File: config.mk
export PLATFORM = sky130hd
export DESIGN_NAME = swm_ctrl
export DESIGN_NICKNAME = d
export VERILOG_FILES = /design/src/rtl/swm_pkg.sv /design/src/rtl/swm_ctrl.sv
export SDC_FILE = /design/constraint.sdc
export NUM_CORES = 1
export LEC_CHECK = 0
export BUFFER_PORTS_ARGS = -buffer_cell sky130_fd_sc_hd__buf_2
export CAP_MARGIN = 0
export CORE_AREA = 2 2 39 41
export DETAILED_ROUTE_END_ITERATION = 10
export DIE_AREA = 0 0 41 43
export PLACE_DENSITY_LB_ADDON = 0.05
export SLEW_MARGIN = 10
export SYNTH_ARGS = -nofsm -noshare
export SYNTH_HDL_FRONTEND = slang
export SYNTH_SLANG_ARGS = --single-unit
File: constraint.sdc
create_clock -name aclk -period 1.65 [get_ports aclk]
set_clock_uncertainty 0.1 [all_clocks]
set_input_delay 0.33 -clock aclk [delete_from_list [all_inputs] [get_ports aclk]]
set_output_delay 0.33 -clock aclk [all_outputs]
set_load 0.05 [all_outputs]
File: src/rtl/swm_pkg.sv
// Types shared by the sliding window mode controller and datapath.
package swm_pkg;

    typedef enum logic [7:0] {
        ST_IDLE   = 8'b0000_0001,
        ST_CLEAR  = 8'b0000_0010,
        ST_RING   = 8'b0000_0100,
        ST_SSTART = 8'b0000_1000,
        ST_SCAN   = 8'b0001_0000,
        ST_WOLD   = 8'b0010_0000,
        ST_WNEW   = 8'b0100_0000,
        ST_OUT    = 8'b1000_0000
    } swm_state_t;

    typedef struct packed {
        logic load;
        logic clr_start;
        logic clr_step;
        logic ring_rd;
        logic scan_start;
        logic scan_step;
        logic wr_old;
        logic wr_new;
        logic out_load;
    } swm_cmd_t;

    typedef struct packed {
        logic clr_last;
        logic scan_done;
        logic emit;
        logic out_free;
    } swm_sts_t;

endpackage

File: src/rtl/swm_ctrl.sv
// Sequencer for the sliding window mode block.
module swm_ctrl (
    input  logic               aclk,
    input  logic               aresetn,
    input  logic               s_valid,
    input  logic               s_restart,
    input  logic               cfg_wr,
    output logic               s_ready,
    input  swm_pkg::swm_sts_t  sts,
    output swm_pkg::swm_cmd_t  cmd
);
    import swm_pkg::*;

    swm_state_t state_reg, state_next;
    logic       pend_reg, pend_next;

    assign s_ready = (state_reg == ST_IDLE);

    always_comb begin
        state_next = state_reg;
        pend_next  = pend_reg | cfg_wr;
        cmd        = '0;
        unique case (state_reg)
            ST_IDLE: begin
                if (s_valid) begin
                    cmd.load = 1'b1;
                    if (s_restart || pend_reg) begin
                        cmd.clr_start = 1'b1;
                        pend_next     = 1'b0;
                        state_next    = ST_CLEAR;
                    end else begin
                        state_next = ST_RING;
                    end
                end
            end
            ST_CLEAR: begin
                cmd.clr_step = 1'b1;
                if (sts.clr_last) state_next = ST_RING;
            end
            ST_RING: begin
                cmd.ring_rd = 1'b1;
                state_next  = ST_SSTART;
            end
            ST_SSTART: begin
                cmd.scan_start = 1'b1;
                state_next     = ST_SCAN;
            end
            ST_SCAN: begin
                cmd.scan_step = 1'b1;
                if (sts.scan_done) state_next = ST_WOLD;
            end
            ST_WOLD: begin
                cmd.wr_old = 1'b1;
                state_next = ST_WNEW;
            end
            ST_WNEW: begin
                cmd.wr_new = 1'b1;
                state_next = ST_OUT;
            end
            ST_OUT: begin
                if (!sts.emit) begin
                    state_next = ST_IDLE;
                end else if (sts.out_free) begin
                    cmd.out_load = 1'b1;
                    state_next   = ST_IDLE;
                end
            end
            default: state_next = ST_IDLE;
        endcase
    end

    always_ff @(posedge aclk) begin
        if (!aresetn) begin
            state_reg <= ST_IDLE;
            pend_reg  <= 1'b1;
        end else begin
            state_reg <= state_next;
            pend_reg  <= pend_next;
        end
    end

endmodule

# Word-level counts from Yosys, hierarchy flattened

Cells that the tools add are included.

Input port bits: 9
Logic and storage cells: 39
Bits in latches: 0
Output and inout bits: 10
Register bits after elaboration: 9
Memory bits (writable): 0
ROM bits: 0
Memories: 0

Shifts and indexed selects: 0
Div/mod/pow operators: 0
Bitwise operators: 1
Mux-type cells: 22
Order comparisons: 0
Reduce and logical (&&, ||, !) cells: 2
Eq/ne operators: 12
Add/sub/neg operators: 0
$mul: 0

Operators by type and width:

| cell                                                            | number |
|---|---|
| 8-bit one-hot mux with 8 select lines                           | 1 |
| 8-bit two-way mux                                               | 5 |
| 1-bit two-way mux                                               | 13 |
| 8-bit by 1-bit == test with 1-bit output, second input constant | 1 |
| 8-bit by 2-bit == test with 1-bit output, second input constant | 1 |
| 8-bit by 3-bit == test with 1-bit output, second input constant | 1 |
| 8-bit by 4-bit == test with 1-bit output, second input constant | 1 |
| 8-bit by 5-bit == test with 1-bit output, second input constant | 1 |
| 8-bit by 6-bit == test with 1-bit output, second input constant | 1 |
| 8-bit by 7-bit == test with 1-bit output, second input constant | 1 |
| 8-bit == test, second input constant                            | 1 |
| 2-bit != test, second input constant                            | 3 |
| 2-bit two-way mux                                               | 2 |
| 4-bit AND reduction                                             | 1 |
| 3-bit two-way mux                                               | 1 |
| 3-bit != test, second input constant                            | 1 |
| 1-bit logical OR                                                | 1 |
| 1-bit OR                                                        | 1 |

# Longest topological paths before layout

Gate-level depths: netlist (run 1).

Depth after elaboration: 4
Mapped depth: 4

# Worst setup path before layout (run 1)

Ideal clock, no wire load.

Kind: reg2reg
Start: register state_reg[2]
End: register state_reg[5]
Data required time: 1.483 ns
Cell stages (with the launch flop): 5
Path slack: -0.989 ns
Clock period less this slack: 2.639 ns
Path buffers: 0
Arrival time: 2.472 ns
Cell sequence: dfxtp_1 -> nor2_1 -> nand2_1 -> nor4_1 -> and3_1

Longest elaborated chain between the ends: 3

Ends and longest elaborated chain:

| element                                                         | line           | text |
|---|---|---|
| from (decl)                                                     | swm_ctrl.sv:14 | `swm_state_t state_reg, state_next;` |
| from (signal assigned)                                          | swm_ctrl.sv:77 | `state_reg <= state_next;` |
| 8-bit == test (tied with other cells)                           | swm_ctrl.sv:23 | `unique case (state_reg)` |
| 3-bit != test (no line) / 2-bit != test (equally long branches) | n/a            |  |
| 4-bit AND reduction (no line)                                   | n/a            |  |

Several ways; a longest one is shown, not always the timed one.
A chain may end at the register's enable or synchronous reset.

==> impl_metrics.ini, run 1 <==
[run_status]
status = finished, violations left
violations = negative setup slack

[setup_path]
r2r_setup_slack_ps = 0
cp.required_ps = 1220
regToRegStartpoint = state_reg[0]
end_kind = output port
critical_path.reg2reg.endpoint = state_reg[0]
worstPathMaxFanout = 2
startpoint_type = register
critical_path_class = reg2out
cp.arrival_ps = 1530
rr_worst_depth = 6

[synthesis]
synth_area_sq_um = 561
ys_top_cells_by_area = dfxtp_1 (32%), nor4_4 (7.6%), nor2_1 (4.7%)
syn_avg_cell_area_sq_um = 8.90
synth.yosys.seq_area_share_pct = 32.1
syn_inst = 63
ys_types = 32
synth_area_leader_cell = dfxtp_1
synth_top_area_share_pct = 32.1
synth_fp_nets = 72
ys_ff_latch = 9
yosysWarnings = 0

[hold_path]
min_from = cfg_wr
whs_path_depth = 3
hold_path_class = in2reg
worstHoldEndpoint = pend_reg

[pwr]
vdd.ir_drop.worst_mv = 0.856
seq_power_share_pct = 23.7
p_switching_uw = 521
power_leakage_nw = 0.491
power_mw = 1.24
pwr-share-comb_pct = 61.6
switching_share_pct = 42.1
clkPwrFrac_pct = 14.7
internal_power_uw = 716
power_density_mw_per_mm2 = 1100

[floorplanning]
fp-row-count = 14
chipWidth_um = 41
start_util_pct = 40.5
design.core.area_sq_mm = 0.00138
die_y_um = 43
io_pins = 19
die_area_sq_mm = 0.00176

[routing]
firstDrtPassIters = 4
num_vias = 668
wire_per_inst_um = 14.9
vias_per_cell = 5.26
drt_iter0_drc = 7
drc = 0
wirelength_mm = 1.89
drtAntennaViolNets = 0

[timing]
slew_headroom_pct = 80.4
layout_setup_ws_ps = -308
whs_ps = 191
worst_slew_pin_slew_ps = 290
grt_setup_unrepaired = yes
final-setup-viol-count = 10
fin_crit_sh_pct = 119
hold_viol = 0
maxSlewViolCount = 0
min_period_ps = 1960
max_freq_mhz = 511

[grt]
overflow = 0
grt_pass1_wl_mm = 2.68
grt_pass1_vias = 644
grt_antenna_before_repair = 0
grt_max_degree = 9
grt_usage_pct = 23.7

[placement]
gp_congestion = 0.802
placed_area_sq_um = 916
place_ws_ps = -88.7
io_buffers = 18
dpl.hpwl_mm = 1.30

[final_layout]
finalNetCount = 121
largest_reg_flops = 8
areaGrowthSynthToFinish_pct = 101
stdcell_area_sq_mm = 0.00113
antenna_cells = 0
post_route_cells_drive_above_1_share_pct = 69.4

[cts]
path_clk_slew_ps = 60
clockBufferDepth = 2
clock_latency_ps = 270
cts-htree-levels = 1
cts_buffers = 3
postCtsHoldBufs = 0
cts_sinks = 9
cts_tree = yes
cts-root-buf = clkbuf_4

[job]
maxCapViolCount = 0
timing repair:
| item | CTS | global route |
|---|---|---|
| gates resized for setup | 26 | 11 |
| setup buffers | 4 | 2 |
| endpoints found under the setup margin | 10 | 15 |
| pin swaps | 6 | 6 |
| endpoints found under the hold margin | 0 | 0 |
area by class of cell:
class                           count  area [sq um]
Clock buffer                        4          26.3
Timing Repair Buffer               44           374
Tap cell                           16          20.0
Multi-Input combinational cell     51           500
Inverter                            3          11.3
Fill cell                          91           258
Sequential cell                     9           194
layout by cell type, fill, tap and decap left out, types with 3 or more instances in the layout:
cell type,n
buf_2,9
buf_4,23
buf_6,9
clkbuf_4,3
dfxtp_2,5
nand2_1,3
nand3_1,3
nand4b_1,3
nor2_1,3
nor2_4,4
nor4_4,4
per-layer routing:
metal,wire length [um],up-vias,GRT usage [%]
li1,-,337,-
met3,75,3,7.85
met2,969,17,37.2
met4,27,0,12.0
met5,0,-,0
met1,816,311,27.2
synthesized netlist by cell type:
library cell  count
nor4_4            2
nor2_1            7
o21ai_1           1
and4b_1           1
nor3_1            2
and3_2            1
xor2_1            1
nor4bb_1          1
a21boi_1          1
o2111ai_1         1
and4_1            1
o2111a_1          1
o41ai_1           1
nor2b_1           3
nor3b_1           3
nor4_1            2
and3_1            1
inv_1             3
nor3b_4           1
and2_1            1
a21boi_0          1
or3_1             1
o211ai_1          1
a2111oi_0         1
nand2b_1          1
nand3_1           4
nand2_2           1
nand2_1           4
or2b_1            1
nand4b_1          3
o21a_1            1
dfxtp_1           9
worst max-delay path, cell delays in order (launching register included):
cell and delay, ps:
dfxtp_4 360, nor4_4 300, nand2_1 130, nor3b_2 260
buf_6 200
worst max-delay path by stage:
stage                      start      to  cells past startpoint
finish              state_reg[2]  cmd[2]                      4
global route        state_reg[6]  cmd[7]                      4
CTS                 state_reg[6]  cmd[7]                      4
detailed placement  state_reg[0]  cmd[7]                      4
global placement    state_reg[0]  cmd[7]                      4
floorplan           state_reg[6]  cmd[7]                      3
power groups by stage:
stage	Clock, mW	Combinational (mW)	Sequential [mW]
floorplan	0	0.380	0.296
global placement	0	0.614	0.291
detailed placement	0	0.621	0.293
CTS	0.177	0.696	0.288
global route	0.194	0.810	0.296
finish	0.182	0.762	0.293
logic make-up after synthesis:
kind of cell	count (synthesis)	share of synthesized area, %
and+or+nand+nor	41	51.3
AOI/OAI and AO/OA	9	12.9
DFF	9	32.1
buffers and inverters	3	2.01
xor gates and xnor gates	1	1.56
through the flow:
| stage | util, % | setup TNS [ps] | cells |
|---|---|---|---|
| 5_1_grt | 81.4 | -3240 | 127 |
| 3_5_place_dp | 66.2 | -304 | 118 |
| 3_3_place_gp | 66.2 | -221 | 118 |
| 6_report | 81.4 | -2370 | 127 |
| 2_1_floorplan | - | -1640 | 63 |
| 4_1_cts | 76.6 | -2300 | 126 |
No activity file was read; power rests on OpenSTA's default activity.
==> inputs of run 2 (changes only) <==
Settings changed: REMOVE_ABC_BUFFERS set to 1.
==> run 2 against run 1 <==
The flow still finishes with violations (negative setup slack). Non-clock buffer count is 5 higher. Flip-flop and latch count stayed put. Combinational power is 0.8% higher. First-iteration DRC count is 43% higher. Design area is 3.7% higher. Die area stayed put. Routed wire length is 8.2% higher. Clock power is 3% lower. Critical path depth stayed put. Global-route usage is 0.34 points higher. Worst hold slack better by 27 ps. Critical endpoint is now cmd[7]. Largest cell class unchanged. Highest routed layer unchanged.
==> impl_metrics.ini, run 2 (synthesis results as in run 1) <==
[hold_path]
min_from = sts[2]
whs_path_depth = 2
worstHoldEndpoint = state_reg[5]
hold_path_class = in2reg

[final_layout]
antenna_cells = 0
post_route_cells_drive_above_1_share_pct = 72.4
final_common_cell = buf_4
finalNetCount = 126
largest_reg_flops = 8
areaGrowthSynthToFinish_pct = 108
most-common-layout-cells = buf_4 (28), buf_6 (10), buf_2 (8)

[setup_path]
critical_path_class = reg2out
cp.arrival_ps = 1520
slowest_stage = dfxtp_2
worst-path-buf-inv = 1
worstPathMaxFanout = 5
startpoint_type = register
regToRegStartpoint = state_reg[6]
crit_family = simple AND/OR/NAND/NOR gates
end_kind = output port
rr_worst_depth = 7
crit_cells = 4
cp.required_ps = 1220
critical_path.reg2reg.endpoint = state_reg[1]
cp_slowest_stage_delay_ps = 390
crit_chain = nor2b_1, and3_4, nor3b_4, buf_6
r2r_setup_slack_ps = -80

[grt]
grt_usage_pct = 24.0
grt_pass1_vias = 679
grt_pass1_wl_mm = 2.84
grt_max_degree = 9
overflow = 0
grt_antenna_before_repair = 0

[timing]
min_period_ps = 1950
grt_setup_unrepaired = yes
layout_setup_ws_ps = -303
fin_tns_setup_ps = -2280
fin_crit_sh_pct = 118
hold_viol = 0
final-setup-viol-count = 11
maxSlewViolCount = 0
max_freq_mhz = 512
worst_slew_pin_slew_ps = 384
slew_headroom_pct = 74.3

[run_status]
status = finished, violations left
violations = negative setup slack

[cts]
cts_buffers = 3
cts-root-buf = clkbuf_4
postCtsHoldBufs = 0
cts_tree = yes
clockBufferDepth = 2
cts_sinks = 9
clock_latency_ps = 260
cts-htree-levels = 1
path_clk_slew_ps = 70

[pwr]
p_switching_uw = 513
vdd.ir_drop.worst_mv = 0.946
power_density_mw_per_mm2 = 1060
seq_power_share_pct = 23.7
pwr-share-comb_pct = 62.0
switching_share_pct = 41.4
clkPwrFrac_pct = 14.2
internal_power_uw = 726
power_mw = 1.24
power_leakage_nw = 0.520

[routing]
drtAntennaViolNets = 0
wire_per_inst_um = 15.5
num_vias = 706
wirelength_mm = 2.04
firstDrtPassIters = 4
vias_per_cell = 5.35
drt_iter0_drc = 10
drc = 0

[floorplanning]
die_area_sq_mm = 0.00176
fp-row-count = 14
die_y_um = 43
start_util_pct = 40.5
chipWidth_um = 41
design.core.area_sq_mm = 0.00138
io_pins = 19

[placement]
io_buffers = 18
gp_congestion = 0.797
dpl.hpwl_mm = 1.20

[job]
maxCapViolCount = 0
[run 2: worst max-delay path by stage]
stage                 startpoint            to  slack (ps)
floorplan           state_reg[2]  state_reg[5]        -990
global placement    state_reg[4]        cmd[7]         -90
detailed placement  state_reg[4]        cmd[7]        -100
CTS                 state_reg[6]        cmd[7]        -300
global route        state_reg[6]        cmd[7]        -370
finish              state_reg[0]        cmd[7]        -300
[run 2: routing by layer]
layer | vias up | GRT usage, % | wire (um)
li1 | 348 | - | -
met1 | 336 | 27.8 | 815
met2 | 20 | 41.3 | 1160
met3 | 2 | 3.14 | 59
met4 | 0 | 10.0 | 9
met5 | - | 0 | 0
[run 2: area by class of cell]
type                            instances  area, sq um
Multi-Input combinational cell         51          497
Tap cell                               16         20.0
Clock buffer                            4         26.3
Inverter                                3         11.3
Timing Repair Buffer                   49          413
Fill cell                              71          216
Sequential cell                         9          200
[run 2: what timing repair did]
| action | CTS | global route |
|---|---|---|
| setup buffers | 7 | 4 |
| gates cloned | 0 | 0 |
| gates resized for setup | 42 | 22 |
| endpoints found under the setup margin | 10 | 14 |
| pin swaps | 5 | 12 |
[run 2: per-stage QoR]
step	utilization [%]	std cells	area [sq um]	hold WS [ps]	worst slack (ps)
global placement	60.9	120	843	392	-87.5
finish	84.4	132	1170	218	-303
floorplan	-	63	561	310	-989
detailed placement	60.9	120	843	397	-104
global route	84.4	132	1170	221	-375
CTS	76.4	131	1060	195	-297
[run 2: power groups by stage]
| stage | Sequential [mW] | Clock (mW) | Combinational (mW) |
|---|---|---|---|
| final | 0.294 | 0.177 | 0.768 |
| after global routing | 0.297 | 0.190 | 0.804 |
| after CTS | 0.283 | 0.185 | 0.695 |
| after detailed placement | 0.286 | 0 | 0.540 |
| after global placement | 0.287 | 0 | 0.540 |
| after floorplan | 0.283 | 0 | 0.340 |
==> inputs of run 3 (changes only) <==
Settings changed: CELL_PAD_IN_SITES_DETAIL_PLACEMENT set to 0, CELL_PAD_IN_SITES_GLOBAL_PLACEMENT set to 1, CORE_AREA 2 2 39 41 to 2 2 44 46, DIE_AREA 0 0 41 43 to 0 0 46 48, PLACE_DENSITY_LB_ADDON 0.05 to 0.12, SLEW_MARGIN 10 to unset.
==> run 3 against run 2 <==
The flow still finishes with violations (negative setup slack). Register-to-register slack barely moved. Flip-flop and latch count did not move. Non-clock buffer count fell by 5. Via count fell by 5.2%. Final cell count fell by 3.0%. Routed wire length fell by 11%. Fmax barely moved. Critical path type unchanged.
==> impl_metrics.ini, run 3 (synthesis results as in run 1) <==
[timing]
whs_ps = 215
grt_setup_unrepaired = yes
max_freq_mhz = 513
layout_setup_ws_ps = -301
fin_crit_sh_pct = 118
final-setup-viol-count = 11
maxSlewViolCount = 0
fin_tns_setup_ps = -2370
worst_slew_pin_slew_ps = 352
slew_headroom_pct = 76.5
hold_viol = 0
min_period_ps = 1950

[grt]
grt_pass1_vias = 661
grt_max_degree = 9
grt_antenna_before_repair = 0
grt_usage_pct = 19.2
grt_pass1_wl_mm = 2.94
overflow = 0

[floorplanning]
start_util_pct = 33.2
die_y_um = 48
io_pins = 19
design.core.area_sq_mm = 0.00169
chipWidth_um = 46
die_area_sq_mm = 0.00221
fp-row-count = 15

[hold_path]
whs_path_depth = 3
worstHoldEndpoint = pend_reg
min_from = cfg_wr
hold_path_class = in2reg

[setup_path]
r2r_setup_slack_ps = -70
rr_worst_depth = 7
cp.required_ps = 1220
cp-startpoint = state_reg[6]
cp.arrival_ps = 1520
worstPathMaxFanout = 4
end_kind = output port
startpoint_type = register
critical_path.reg2reg.endpoint = state_reg[1]
regToRegStartpoint = state_reg[6]
critical_path_class = reg2out

[cts]
cts-htree-levels = 1
clock_latency_ps = 260
clockBufferDepth = 2
cts_buffers = 3
cts-root-buf = clkbuf_4
cts_sinks = 9
postCtsHoldBufs = 0
cts_tree = yes
path_clk_slew_ps = 60

[placement]
dpl.hpwl_mm = 1.24
gp_congestion = 0.737
io_buffers = 18
place_ws_ps = -124

[routing]
drtAntennaViolNets = 0
drt_iter0_drc = 2
wire_per_inst_um = 14.3
firstDrtPassIters = 2
drc = 0
vias_per_cell = 5.23
num_vias = 669
wirelength_mm = 1.83

[final_layout]
antenna_cells = 0
finalNetCount = 121
most-common-layout-cells = buf_4 (22), buf_6 (9), buf_2 (8)
areaGrowthSynthToFinish_pct = 98.9
final_common_cell = buf_4
largest_reg_flops = 8
finish.utilization_pct = 66.0
nFillCells = 148
post_route_cells_drive_above_1_share_pct = 69.4

[pwr]
power_leakage_nw = 0.490
vdd.ir_drop.worst_mv = 0.802
power_density_mw_per_mm2 = 1110
power_mw = 1.24

[run_status]
violations = negative setup slack
status = finished, violations left

[job]
maxCapViolCount = 0
[run 3: cell count changes in the layout (fill, tap and decap cells not counted), moves of 2 or more]
cell     previous run  this run
nor2_2              2         0
buf_8               2         4
dfxtp_4             4         2
nor2_1              2         4
buf_4              28        22
[run 3: area by class of cell]
type                            count  area [sq um]  area share, %
Clock buffer                        4          26.3           2.36
Timing Repair Buffer               44           387           34.7
Tap cell                           17          21.3           1.91
Inverter                            3          11.3           1.01
Sequential cell                     9           194           17.4
Multi-Input combinational cell     51           475           42.6
[run 3: worst max path at each step]
stage	slack, ps	cells after the start	endpoint
final	-300	4	cmd[7]
after global routing	-360	4	cmd[7]
after CTS	-320	4	cmd[7]
after detailed placement	-120	4	cmd[7]
after global placement	-120	4	cmd[7]
after floorplan	-990	4	state_reg[5]
[run 3: where the power goes]
| part | internal (mW) | switching [mW] | leakage, nW |
|---|---|---|---|
| combinational | 0.385 | 0.380 | 0.398 |
| sequential | 0.254 | 0.0480 | 0.0765 |
| clock | 0.0933 | 0.0783 | 0.0150 |
[run 3: metal layers]
layer / GRT usage (%) / vias up / share of wire, %
li1: - / 333 / -
met1: 24.5 / 320 / 48
met2: 30.6 / 12 / 48
met3: 5.28 / 4 / 2.4
met4: 7.43 / 0 / 1.0
met5: 0 / - / 0
[run 3: timing repair]
action	4_1_cts	5_1_grt
pin swaps	12	5
resized for setup	42	19
endpoints found under the setup margin	10	16
setup buffers	8	3
[run 3: critical path, stage by stage, from the launching register on]
cell,delay (ps)
dfxtp_2,340
nor4_4,290
and3_4,240
nor3b_4,210
buf_6,180
[run 3: stage by stage]
stage	cells	area, sq um
global route	128	1110
floorplan	63	561
CTS	126	1010
global placement	114	792
detailed placement	114	792
finish	128	1110
